### src/rtl/ckbc_pkg.sv
package ckbc_pkg;

    // Largest frame side in pixels
    localparam int MAX_DIM = 4096;
    // Position width and dimension width (dimension can hold MAX_DIM itself)
    localparam int CW = $clog2(MAX_DIM);
    localparam int DW = CW + 1;

    // Configuration port
    localparam int CFG_IDX_W  = 3;
    localparam int CFG_DATA_W = 13;

    localparam logic [CFG_IDX_W-1:0] CFG_FRAME_WIDTH  = 3'd0;
    localparam logic [CFG_IDX_W-1:0] CFG_FRAME_HEIGHT = 3'd1;
    localparam logic [CFG_IDX_W-1:0] CFG_KEY_RED      = 3'd2;
    localparam logic [CFG_IDX_W-1:0] CFG_KEY_GREEN    = 3'd3;
    localparam logic [CFG_IDX_W-1:0] CFG_KEY_BLUE     = 3'd4;

    // Stream widths
    localparam int S_DATA_W = 48;
    localparam int M_DATA_W = 80;

    // Result kinds
    localparam logic KIND_GEOMETRY = 1'b0;
    localparam logic KIND_PIXEL    = 1'b1;

    // Bounding box of the keyed region
    typedef struct packed {
        logic [CW-1:0] left;
        logic [CW-1:0] top;
        logic [CW-1:0] right;
        logic [CW-1:0] bottom;
        logic          any;
    } box_t;

    // Crop window
    typedef struct packed {
        logic [CW-1:0] left;
        logic [CW-1:0] top;
        logic [DW-1:0] width;
        logic [DW-1:0] height;
    } window_t;

endpackage

### src/rtl/ckbc_window.sv
// Turns a finished bounding box into the aligned crop window.
module ckbc_window (
    input  ckbc_pkg::box_t              box,
    input  logic [ckbc_pkg::DW-1:0]     frame_w,
    output ckbc_pkg::window_t           win
);

    localparam int CW = ckbc_pkg::CW;
    localparam int DW = ckbc_pkg::DW;

    logic [DW-1:0] min_x;
    logic [DW-1:0] max_x;
    logic [DW-1:0] orig;
    logic [DW-1:0] room;
    logic [DW-1:0] slack;
    logic [DW-1:0] nw_down;
    logic [DW-1:0] nw_up;
    logic [DW-1:0] height;
    logic [2:0]    diff;
    logic [2:0]    sr;
    logic [2:0]    sl;
    logic [DW-1:0] shift;

    // Box extents and the spare room around it
    assign min_x   = {1'b0, box.left};
    assign max_x   = {1'b0, box.right} + DW'(1);
    assign orig    = max_x - min_x;
    assign room    = frame_w - max_x;
    assign slack   = frame_w - orig;
    assign nw_down = {orig[DW-1:2], 2'b00};
    assign nw_up   = nw_down + DW'(4);
    assign height  = {1'b0, box.bottom} + DW'(1) - {1'b0, box.top};

    // Growth split: left half rounds down, right takes the rest
    assign diff = 3'd4 - {1'b0, orig[1:0]};
    assign sr   = diff >> 1;
    assign sl   = diff - sr;

    // Left shift when growing, clamped to the frame edges
    always_comb begin
        if (min_x < DW'(sr)) begin
            shift = min_x;
        end else if (room < DW'(sl)) begin
            shift = DW'(diff) - room;
        end else begin
            shift = DW'(sr);
        end
    end

    always_comb begin
        win.top    = box.top;
        win.height = {height[DW-1:2], 2'b00};
        if (orig[1:0] == 2'b00) begin
            win.left  = box.left;
            win.width = orig;
        end else if (slack < DW'(4)) begin
            // Frame too narrow to grow: shrink and center
            win.left  = box.left + CW'(orig[1]);
            win.width = nw_down;
        end else begin
            win.left  = box.left - shift[CW-1:0];
            win.width = nw_up;
        end
        if (!box.any) begin
            win = '0;
        end
    end

endmodule

### src/rtl/color_key_bbox_crop.sv
// Color-keyed bounding-box crop. Each frame is streamed twice in raster order,
// one item per pixel carrying an image pixel and a mask pixel; s_tuser selects
// the pass (0 measure, 1 crop). A pixel is in the region when its mask color
// equals the key color. The measure pass tracks the region's bounding box and,
// on the frame's last pixel, emits one geometry item: a window whose width is
// aligned to four (shrunk and centered, or grown and clamped to the frame), whose
// height is rounded down to four, and which is all zero with the empty flag set
// when nothing matched. The crop pass emits the window's pixels with pixels
// outside the region zeroed, tlast on the window's final pixel. The block takes
// one item per clock: an input register holds the position, match and box of an
// item, and the window math and crop test sit between it and the output register;
// the input stalls only when both registers hold items and the output item is
// not taken. Configuration (frame size, key color) is to be written by the user
// while the stream is idle, which the block does not enforce; a frame size write
// restarts the raster position and clears the box.
module color_key_bbox_crop (
    input  logic                              aclk,
    input  logic                              aresetn,
    // Input stream
    input  logic                              s_tvalid,
    output logic                              s_tready,
    // image_red, image_green, image_blue, mask_red, mask_green, mask_blue
    input  logic [ckbc_pkg::S_DATA_W-1:0]     s_tdata,
    // func
    input  logic [0:0]                        s_tuser,
    // Result stream
    output logic                              m_tvalid,
    input  logic                              m_tready,
    // win_x, win_y, win_w, win_h, empty_res, out_red, out_green, out_blue, zero fill
    output logic [ckbc_pkg::M_DATA_W-1:0]     m_tdata,
    // kind
    output logic [0:0]                        m_tuser,
    output logic                              m_tlast,
    // Configuration writes
    input  logic                              cfg_valid,
    output logic                              cfg_ready,
    input  logic [ckbc_pkg::CFG_IDX_W-1:0]    cfg_index,
    input  logic [ckbc_pkg::CFG_DATA_W-1:0]   cfg_data
);

    localparam int CW = ckbc_pkg::CW;
    localparam int DW = ckbc_pkg::DW;
    localparam int MW = ckbc_pkg::M_DATA_W;

    // Configuration
    logic [DW-1:0] fw_reg, fw_next;
    logic [DW-1:0] fh_reg, fh_next;
    logic [7:0]    key_r_reg, key_r_next;
    logic [7:0]    key_g_reg, key_g_next;
    logic [7:0]    key_b_reg, key_b_next;
    logic          dim_write;
    logic [DW-1:0] cfg_dim;

    // Raster position and running box
    logic [CW-1:0]     col_reg, col_next;
    logic [CW-1:0]     row_reg, row_next;
    ckbc_pkg::box_t    box_reg, box_next, box_upd, box_clear;

    // Input stage
    logic              p_valid_reg, p_valid_next;
    logic              p_func_reg;
    logic              p_match_reg;
    logic              p_end_reg;
    logic [CW-1:0]     p_col_reg;
    logic [CW-1:0]     p_row_reg;
    logic [23:0]       p_image_reg;
    ckbc_pkg::box_t    p_box_reg;

    // Window and output stage
    ckbc_pkg::window_t win_reg, win_next, win_calc;
    logic              m_valid_reg, m_valid_next;
    logic [MW-1:0]     m_data_reg, m_data_next;
    logic              m_kind_reg, m_kind_next;
    logic              m_last_reg, m_last_next;

    logic          s_accept;
    logic          adv;
    logic          func;
    logic          match;
    logic          end_row;
    logic          end_frame;
    logic          geom;
    logic          hit;
    logic          is_last;
    logic [DW-1:0] dx;
    logic [DW-1:0] dy;
    logic [23:0]   pix;

    assign cfg_ready = 1'b1;
    assign s_tready  = !p_valid_reg || adv;
    assign s_accept  = s_tvalid && s_tready;
    assign adv       = !m_valid_reg || m_tready;

    assign m_tvalid   = m_valid_reg;
    assign m_tdata    = m_data_reg;
    assign m_tuser[0] = m_kind_reg;
    assign m_tlast    = m_last_reg;

    // Frame size clamped to 1..MAX_DIM on write
    always_comb begin
        if (cfg_data == '0) begin
            cfg_dim = DW'(1);
        end else if (cfg_data > DW'(ckbc_pkg::MAX_DIM)) begin
            cfg_dim = DW'(ckbc_pkg::MAX_DIM);
        end else begin
            cfg_dim = cfg_data;
        end
    end

    // Register write decode
    always_comb begin
        fw_next    = fw_reg;
        fh_next    = fh_reg;
        key_r_next = key_r_reg;
        key_g_next = key_g_reg;
        key_b_next = key_b_reg;
        dim_write  = 1'b0;
        if (cfg_valid) begin
            unique case (cfg_index)
                ckbc_pkg::CFG_FRAME_WIDTH: begin
                    fw_next   = cfg_dim;
                    dim_write = 1'b1;
                end
                ckbc_pkg::CFG_FRAME_HEIGHT: begin
                    fh_next   = cfg_dim;
                    dim_write = 1'b1;
                end
                ckbc_pkg::CFG_KEY_RED:   key_r_next = cfg_data[7:0];
                ckbc_pkg::CFG_KEY_GREEN: key_g_next = cfg_data[7:0];
                ckbc_pkg::CFG_KEY_BLUE:  key_b_next = cfg_data[7:0];
                default: ;
            endcase
        end
    end

    // Key match and raster wrap for the incoming item
    assign func      = s_tuser[0];
    assign match     = s_tdata[31:24] == key_r_reg && s_tdata[39:32] == key_g_reg &&
                       s_tdata[47:40] == key_b_reg;
    assign end_row   = ({1'b0, col_reg} + DW'(1)) >= fw_reg;
    assign end_frame = end_row && (({1'b0, row_reg} + DW'(1)) >= fh_reg);

    // Box extended by the incoming item
    always_comb begin
        box_clear        = '0;
        box_clear.left   = '1;
        box_clear.top    = '1;
        box_upd          = box_reg;
        if (!func && match) begin
            if (col_reg < box_reg.left)   box_upd.left   = col_reg;
            if (col_reg > box_reg.right)  box_upd.right  = col_reg;
            if (row_reg < box_reg.top)    box_upd.top    = row_reg;
            if (row_reg > box_reg.bottom) box_upd.bottom = row_reg;
            box_upd.any = 1'b1;
        end
    end

    // Position and box update
    always_comb begin
        col_next = col_reg;
        row_next = row_reg;
        box_next = box_reg;
        if (dim_write) begin
            col_next = '0;
            row_next = '0;
            box_next = box_clear;
        end else if (s_accept) begin
            if (end_frame) begin
                col_next = '0;
                row_next = '0;
            end else if (end_row) begin
                col_next = '0;
                row_next = row_reg + CW'(1);
            end else begin
                col_next = col_reg + CW'(1);
            end
            box_next = (!func && end_frame) ? box_clear : box_upd;
        end
    end

    // Window from the finished box
    ckbc_window u_window (
        .box     (p_box_reg),
        .frame_w (fw_reg),
        .win     (win_calc)
    );

    // Crop test against the current window
    assign dx      = {1'b0, p_col_reg} - {1'b0, win_reg.left};
    assign dy      = {1'b0, p_row_reg} - {1'b0, win_reg.top};
    assign hit     = p_func_reg && win_reg.width != '0 && win_reg.height != '0 &&
                     p_col_reg >= win_reg.left && dx < win_reg.width &&
                     p_row_reg >= win_reg.top && dy < win_reg.height;
    assign is_last = (dx + DW'(1)) == win_reg.width && (dy + DW'(1)) == win_reg.height;
    assign geom    = !p_func_reg && p_end_reg;
    assign pix     = p_match_reg ? p_image_reg : '0;

    // Stage advance and result formation
    always_comb begin
        p_valid_next = p_valid_reg;
        m_valid_next = m_valid_reg;
        m_data_next  = m_data_reg;
        m_kind_next  = m_kind_reg;
        m_last_next  = m_last_reg;
        win_next     = win_reg;
        if (adv) begin
            p_valid_next = 1'b0;
            m_valid_next = p_valid_reg && (geom || hit);
            if (geom) begin
                win_next    = win_calc;
                m_kind_next = ckbc_pkg::KIND_GEOMETRY;
                m_last_next = 1'b0;
                m_data_next = MW'({!p_box_reg.any, win_calc.height, win_calc.width,
                                   win_calc.top, win_calc.left});
            end else begin
                m_kind_next = ckbc_pkg::KIND_PIXEL;
                m_last_next = is_last;
                m_data_next = MW'({pix, 51'd0});
            end
            if (!p_valid_reg) begin
                win_next = win_reg;
            end
        end
        if (s_accept) begin
            p_valid_next = 1'b1;
        end
    end

    // Control state
    always_ff @(posedge aclk) begin
        if (!aresetn) begin
            fw_reg      <= DW'(640);
            fh_reg      <= DW'(480);
            key_r_reg   <= '0;
            key_g_reg   <= '0;
            key_b_reg   <= '0;
            col_reg     <= '0;
            row_reg     <= '0;
            box_reg     <= '{left: '1, top: '1, right: '0, bottom: '0, any: 1'b0};
            win_reg     <= '0;
            p_valid_reg <= 1'b0;
            m_valid_reg <= 1'b0;
        end else begin
            fw_reg      <= fw_next;
            fh_reg      <= fh_next;
            key_r_reg   <= key_r_next;
            key_g_reg   <= key_g_next;
            key_b_reg   <= key_b_next;
            col_reg     <= col_next;
            row_reg     <= row_next;
            box_reg     <= box_next;
            win_reg     <= win_next;
            p_valid_reg <= p_valid_next;
            m_valid_reg <= m_valid_next;
        end
    end

    // Payload
    always_ff @(posedge aclk) begin
        if (s_accept) begin
            p_func_reg  <= func;
            p_match_reg <= match;
            p_end_reg   <= end_frame;
            p_col_reg   <= col_reg;
            p_row_reg   <= row_reg;
            p_image_reg <= s_tdata[23:0];
            p_box_reg   <= box_upd;
        end
        m_data_reg <= m_data_next;
        m_kind_reg <= m_kind_next;
        m_last_reg <= m_last_next;
    end

endmodule

### config.mk
export PLATFORM = sky130hd
export DESIGN_NAME = color_key_bbox_crop
export DESIGN_NICKNAME = d
export VERILOG_FILES = /design/src/rtl/ckbc_pkg.sv /design/src/rtl/ckbc_window.sv /design/src/rtl/color_key_bbox_crop.sv
export SDC_FILE = /design/constraint.sdc
export NUM_CORES = 1
export LEC_CHECK = 0
export ABC_AREA = 1
export BUFFER_PORTS_ARGS = -buffer_cell sky130_fd_sc_hd__buf_4
export CORE_UTILIZATION = 56
export DETAILED_ROUTE_END_ITERATION = 8
export PLACE_DENSITY = 0.85
export SETUP_SLACK_MARGIN = 0.1
export SLEW_MARGIN = 20
export SYNTH_ARGS = -nofsm -noshare
export SYNTH_HDL_FRONTEND = slang
export SYNTH_SLANG_ARGS = --single-unit
### constraint.sdc
create_clock -name aclk -period 5.9 [get_ports aclk]
set_input_delay 1.18 -clock aclk [delete_from_list [all_inputs] [get_ports aclk]]
set_output_delay 1.18 -clock aclk [all_outputs]
set_load 0.01 [all_outputs]
==> results of run 1 <==
-- worst max-delay path, delay by kind of cell (launching register included) --
family | cells | cell delay, ps
simple gates | 27 | 2920
fa+ha+maj | 4 | 1130
buf+inv | 7 | 680
flops | 1 | 500
compound gates | 4 | 420
xor+xnor | 1 | 120
-- what timing repair did --
item                       CTS  global route
hold endpoints to repair     0             0
resized for setup           39           116
pin swaps                   24            50
setup endpoints to repair    5            15
buffers inserted             6            18
-- area by class of cell --
type / instances / area (um2)
Timing Repair Buffer: 235 / 1780
Multi-Input combinational cell: 1770 / 11300
Tap cell: 504 / 631
Inverter: 441 / 1670
Sequential cell: 348 / 8720
Clock inverter: 12 / 126
Antenna cell: 1 / 2.50
Fill cell: 2839 / 11600
Clock buffer: 56 / 1120
-- layer usage --
| metal | global-route usage, % | routed length [um] | vias to the layer above |
|---|---|---|---|
| li1 | - | - | 9160 |
| met1 | 38.1 | 24100 | 8980 |
| met2 | 50.1 | 27600 | 872 |
| met3 | 4.65 | 4750 | 149 |
| met4 | 9.76 | 1880 | 0 |
| met5 | 0 | 0 | - |
-- cell families (layout without fill, tap and decap cells) --
logic type,count (synthesis),after routing,synth area share [%]
buffers and inverters,516,744,9.32
adder cells (fa/ha/maj),204,204,12.3
AO/OA/AOI/OAI,548,548,14.3
flip-flops,348,348,41.1
AND/OR/NAND/NOR,903,903,18.5
other,2,9,0.0354
multiplexers,1,1,0.0530
XOR/XNOR,106,106,4.44
-- path summary, 6_finish.rpt --
check | end | start | slack (ps) | depth (start not counted)
worst max register to register | win_reg[48]$_SDFFE_PN0P_ | p_box_reg[13]$_DFFE_PP_ | 30 | 43
worst min-delay path | key_g_reg[1]$_SDFFE_PN0P_ | key_g_reg[1]$_SDFFE_PN0P_ | 470 | 2
worst min register to register | key_g_reg[1]$_SDFFE_PN0P_ | key_g_reg[1]$_SDFFE_PN0P_ | 470 | 2
worst max-delay path | win_reg[48]$_SDFFE_PN0P_ | p_box_reg[13]$_DFFE_PP_ | 30 | 43
-- per-stage QoR --
| step | util [%] | TNS, ps | std cells | cell area [um2] | power [mW] |
|---|---|---|---|---|---|
| 6_report | 68.6 | 0 | 3367 | 25400 | 6.07 |
| 3_3_place_gp | 62.8 | 0 | 3274 | 23200 | 3.60 |
| 4_1_cts | 66.8 | 0 | 3348 | 24700 | 6.00 |
| 2_1_floorplan | - | 0 | 2634 | 21300 | 3.32 |
| 5_1_grt | 68.6 | -1300 | 3367 | 25400 | 6.29 |
| 3_5_place_dp | 62.8 | -461 | 3274 | 23200 | 3.63 |
-- power by group --
group / switching [mW] / internal, mW
Combinational: 0.629 / 0.399
Clock: 0.963 / 1.41
Sequential: 0.0518 / 2.62
-- placed cells by master (no fill, tap or decap), types with 13 or more instances in the layout --
cell type and n:
ha_4 21, xor2_1 71, o21ai_1 19, inv_2 24, o211ai_1 37, nand4_1 32
nor2_1 190, a21oi_1 213, a21oi_2 16, o22ai_1 14, nand3_1 92, xnor2_1 25
nor3_1 22, dfxtp_1 173, nor4_1 13, ha_1 175, o21ai_0 183, nand2_1 447
buf_4 231, inv_1 411, nand2_2 30, clkbuf_16 39, nand3_2 17, edfxtp_1 175
==> impl_metrics.env, run 1 <==
export IMPL_status="completed"
export IMPL_start_util_pct=57.4
export IMPL_rows=70
export IMPL_clk_path_buf_depth=3
export IMPL_grt_pass1_wl_um=91200
export IMPL_timing_final_hold_violations=0
export IMPL_hold_buffers=0
export IMPL_synth_edf_count=175
export IMPL_h_tree_depth=2
export IMPL_grtUsageTotal_pct=29.4
export IMPL_vias_per_cell=5.69
export IMPL_drtPass1Iterations=6
export IMPL_globalplace_congestion=0.971
export IMPL_syn_cell_area_um2=21200
export IMPL_grt_ovfl_total=0
export IMPL_crit_fanout=4
export IMPL_syn_to_final_growth_pct=19.4
export IMPL_max_stage_delay_ps=500
export IMPL_synth_most_common_cell="nand2_1"
export IMPL_synth_seq_cells=348
export IMPL_slowest_stage="edfxtp_1"
export IMPL_setup_viol=0
export IMPL_worstPathRequired_ps=6330
export IMPL_die_area_um2=38700
export IMPL_largest_register_ffs=73
export IMPL_max_cap_viol_count=0
export IMPL_clk_pin_slew_ps=60
export IMPL_synth_top_area_share_pct=24.8
export IMPL_netlist_instances=2628
export IMPL_drive_gt1_share_pct=16.8
export IMPL_hold_slack_ps=465
export IMPL_cp_start_kind="flip-flop"
export IMPL_period_share_pct=99.5
export IMPL_io_buffers=146
export IMPL_max_freq_mhz=170
export IMPL_cts_tree="yes"
export IMPL_io_pins=155
export IMPL_antenna_found_initial=1
export IMPL_synth_ff_type="edfxtp_1"
export IMPL_dp_hpwl_um=43100
export IMPL_fin_crit_ps=5870
export IMPL_dp_slack_ps=-195
export IMPL_synth_top_area_cell="edfxtp_1"
export IMPL_nNetsFinal=3107
export IMPL_drt_iter0_drc=1872
export IMPL_yosys_top_cells_area="edfxtp_1 (25%), dfxtp_1 (16%), ha_1 (12%)"
export IMPL_ys_warn_count=0
export IMPL_arrival_ps=6300
export IMPL_cpMostUsedCell="nand2_2"
export IMPL_syn_avg_cell_area_um2=8.08
export IMPL_grt_max_degree=78
export IMPL_grt_pass1_vias=18281
export IMPL_fp_dieW_um=197
export IMPL_slew_violations=0
export IMPL_hp_class="flip-flop to flip-flop"
export IMPL_insertion_delay_ps=540
export IMPL_timing_final_ws_setup_ps=30.2
export IMPL_synth_cell_type_count=65
export IMPL_cts_root_buffer="clkbuf_16"
export IMPL_wl_per_cell_um=17.3
export IMPL_yosysSeqAreaShare_pct=41.1
export IMPL_totalWireLength_um=58300
export IMPL_vias=19161
export IMPL_cts_sinks=348
export IMPL_skew_ps=14.2
export IMPL_end_kind="flip-flop"
export IMPL_critPathKind="flip-flop to flip-flop"
export IMPL_rsz0062_at_grt="yes"
export IMPL_power_density_nw_per_um2=239
export IMPL_drtAntennaViolNets=0
export IMPL_drc=0
export IMPL_ys_async_sr_fraction_pct=0
export IMPL_vdd_drop_max_mv=0.147
export IMPL_relSlewSlack_pct=37.8
export IMPL_numCtsBuffers=37
export IMPL_tightestPinTransition_ps=933
export IMPL_power_leakage_nw=11.8
export IMPL_synth_common_cells="nand2_1 (474), inv_1 (428), a21oi_1 (225), nor2_1 (198), ha_1 (197)"
export IMPL_core_area_um2=37000
export IMPL_die_y_um=197
Power figures use the tool's default switching activity.
==> inputs of run 2 (changes only) <==
SYNTH_HIERARCHICAL = 1   (was default)
==> impl_metrics.env, run 2 <==
export IMPL_r2r_start="p_box_reg[13]$_DFFE_PP_"
export IMPL_tightestPinTransition_ps=1050
export IMPL_fillers=3100
export IMPL_cts_root_buffer="clkbuf_16"
export IMPL_drt_iter0_drc=1900
export IMPL_syn_avg_cell_area_um2=7.67
export IMPL_power_frac_seq_pct=42.9
export IMPL_critPathKind="flip-flop to flip-flop"
export IMPL_vias_per_cell=5.69
export IMPL_switching_share_pct=27.9
export IMPL_cell_internal_pwr_mw=4.54
export IMPL_drtPass1Iterations=6
export IMPL_max_cap_viol_count=0
export IMPL_power_density_nw_per_um2=232
export IMPL_die_area_um2=41300
export IMPL_place_inst=3625
export IMPL_arrival_ps=6430
export IMPL_skew_ps=19.7
export IMPL_timing_final_hold_violations=0
export IMPL_status="finished with violations"
export IMPL_max_freq_mhz=163
export IMPL_fp_dieW_um=203
export IMPL_slew_violations=0
export IMPL_io_buffers=148
export IMPL_core_area_um2=39800
export IMPL_synth_most_common_cell="nand2_1"
export IMPL_grtUsageTotal_pct=31.1
export IMPL_nNetsFinal=3480
export IMPL_yosys_top_cells_area="edfxtp_1 (23%), dfxtp_1 (15%), ha_1 (11%)"
export IMPL_start_util_pct=57.0
export IMPL_wl_per_cell_um=17.4
export IMPL_grt_pass1_vias=20742
export IMPL_vias=21370
export IMPL_max_stage_delay_ps=470
export IMPL_synth_common_cells="nand2_1 (573), inv_1 (484), a21oi_1 (272), nor2_1 (253), o21ai_0 (219)"
export IMPL_violations="setup timing"
export IMPL_cts_sinks=352
export IMPL_dp_slack_ps=-427
export IMPL_synth_top_area_cell="edfxtp_1"
export IMPL_synth_seq_cells=352
export IMPL_reg2reg_slack_ps=-250
export IMPL_fin_crit_ps=6150
export IMPL_ys_async_sr_fraction_pct=0
export IMPL_syn_to_final_growth_pct=19.7
export IMPL_largest_register_ffs=75
export IMPL_timing_final_ws_setup_ps=-250
export IMPL_worstPathRequired_ps=6180
export IMPL_p_comb_share_pct=18.4
export IMPL_clk_path_buf_depth=3
export IMPL_grt_ovfl_total=0
export IMPL_dp_hpwl_um=47700
export IMPL_rows=73
export IMPL_hp_class="flip-flop to flip-flop"
export IMPL_insertedDiodeCount=0
export IMPL_totalWireLength_um=65300
export IMPL_period_share_pct=104
export IMPL_clk_pin_slew_ps=60
export IMPL_cts_tree="yes"
export IMPL_synth_ff_type="edfxtp_1"
export IMPL_finalNonFillerCells=3757
export IMPL_layout_commonest_cell="nand2_1"
export IMPL_synth_edf_count=177
export IMPL_insertion_delay_ps=550
export IMPL_hold_slack_ps=468
export IMPL_fin_area_um2=27200
export IMPL_relSlewSlack_pct=29.9
export IMPL_globalplace_congestion=0.969
export IMPL_clkPwrFrac_pct=38.6
export IMPL_crit_fanout=3
export IMPL_p_sw_mw=1.75
export IMPL_setup_viol=8
export IMPL_end_kind="flip-flop"
export IMPL_die_y_um=203
export IMPL_antenna_found_initial=0
export IMPL_cp_startpoint="p_box_reg[13]$_DFFE_PP_"
export IMPL_syn_cell_area_um2=22700
export IMPL_h_tree_depth=2
export IMPL_synth_top_area_share_pct=23.4
export IMPL_hold_start="box_reg[23]$_SDFFE_PP0P_"
export IMPL_netlist_instances=2958
export IMPL_ys_warn_count=6
export IMPL_numCtsBuffers=37
export IMPL_vdd_drop_max_mv=0.221
export IMPL_drtAntennaViolNets=0
export IMPL_drc=0
export IMPL_drive_gt1_share_pct=18.6
export IMPL_cpMostUsedCell="nand2_2"
export IMPL_yosysSeqAreaShare_pct=38.9
export IMPL_grt_max_degree=87
export IMPL_grt_pass1_wl_um=104000
export IMPL_slowest_stage="edfxtp_1"
export IMPL_rsz0062_at_grt="yes"
export IMPL_final_cell_mix="nand2_1 (545), inv_1 (456), buf_4 (277), a21oi_1 (255), nor2_1 (239)"
export IMPL_power_leakage_nw=12.7
export IMPL_place_area_um2=24700
export IMPL_io_pins=155
export IMPL_cp_start_kind="flip-flop"
export IMPL_synth_cell_type_count=59
## run 2: cell types whose count changed in the layout (fill, tap and decap cells not counted), sizes merged, moves of 26 or more
cell | before | now
nand2 | 484 | 608
nor2 | 204 | 266
inv | 441 | 500
buf | 235 | 286
a21oi | 232 | 274
o21ai | 209 | 248
o211ai | 37 | 9
nand3 | 114 | 140
## run 2: timing repair
action                     CTS  global route
setup endpoints to repair   10            18
hold buffers                 0             0
hold endpoints to repair     0             0
pin swaps                   56            84
resized for setup           68           116
setup buffers               49            23
## run 2: final cells by class
class	instances	area [um2]	share of cell area (%)
clock buffers	51	1080	3.98
clock inverters	17	196	0.723
inverters	502	1890	6.95
multi-input cells	2024	12300	45.4
flip-flops and latches	352	8820	32.5
well taps	525	657	2.42
repair buffers	286	2180	8.03
## run 2: cell families (layout without fill, tap and decap cells)
kind of cell               count (synthesis)  count (layout)  synth area share [%]
xor gates and xnor gates                  82              82                  3.28
AOI/OAI and AO/OA                        603             603                  14.5
buffers and inverters                    587             856                  10.0
other                                      3               8                0.0496
adders and majority gates                207             207                  11.6
DFF                                      352             352                  38.9
and+or+nand+nor                         1124            1124                  21.6
## run 2: routing by layer
layer | GRT usage [%] | routed length (um)
met5 | 0 | 0
met4 | 12.5 | 2570
met3 | 5.23 | 5350
met2 | 52.6 | 31100
met1 | 39.5 | 26300
## run 2: power by group through the flow
stage,sequential [mW],combinational [mW],clock (mW)
after floorplan,2.74,0.665,0
after global placement,2.74,0.963,0
after detailed placement,2.75,0.990,0
after CTS,2.70,1.08,2.45
after global routing,2.71,1.29,2.55
final,2.70,1.16,2.43
## run 2: worst max-delay path, delay by kind of cell (launching register included)
family / cells / cell delay, ps
flip-flops: 1 / 470
buffers and inverters: 13 / 1330
AO/OA/AOI/OAI: 9 / 890
XOR/XNOR: 2 / 310
AND/OR/NAND/NOR: 19 / 1530
adder cells (fa/ha/maj): 5 / 1360
## run 2: stage by stage
step	setup TNS, ps	power [mW]	util (%)
floorplan	0	3.41	-
global placement	-345	3.71	61.9
detailed placement	-1400	3.74	61.9
CTS	-3.67	6.22	66.8
global route	-4390	6.54	68.2
finish	-1350	6.29	68.2
## run 2: final timing paths
path	end	cells past startpoint
hold / removal	box_reg[23]$_SDFFE_PP0P_	2
setup / recovery	m_tdata[10]$_SDFFCE_PN0P_	48
setup reg to reg	m_tdata[10]$_SDFFCE_PN0P_	48
hold reg to reg	box_reg[23]$_SDFFE_PP0P_	2
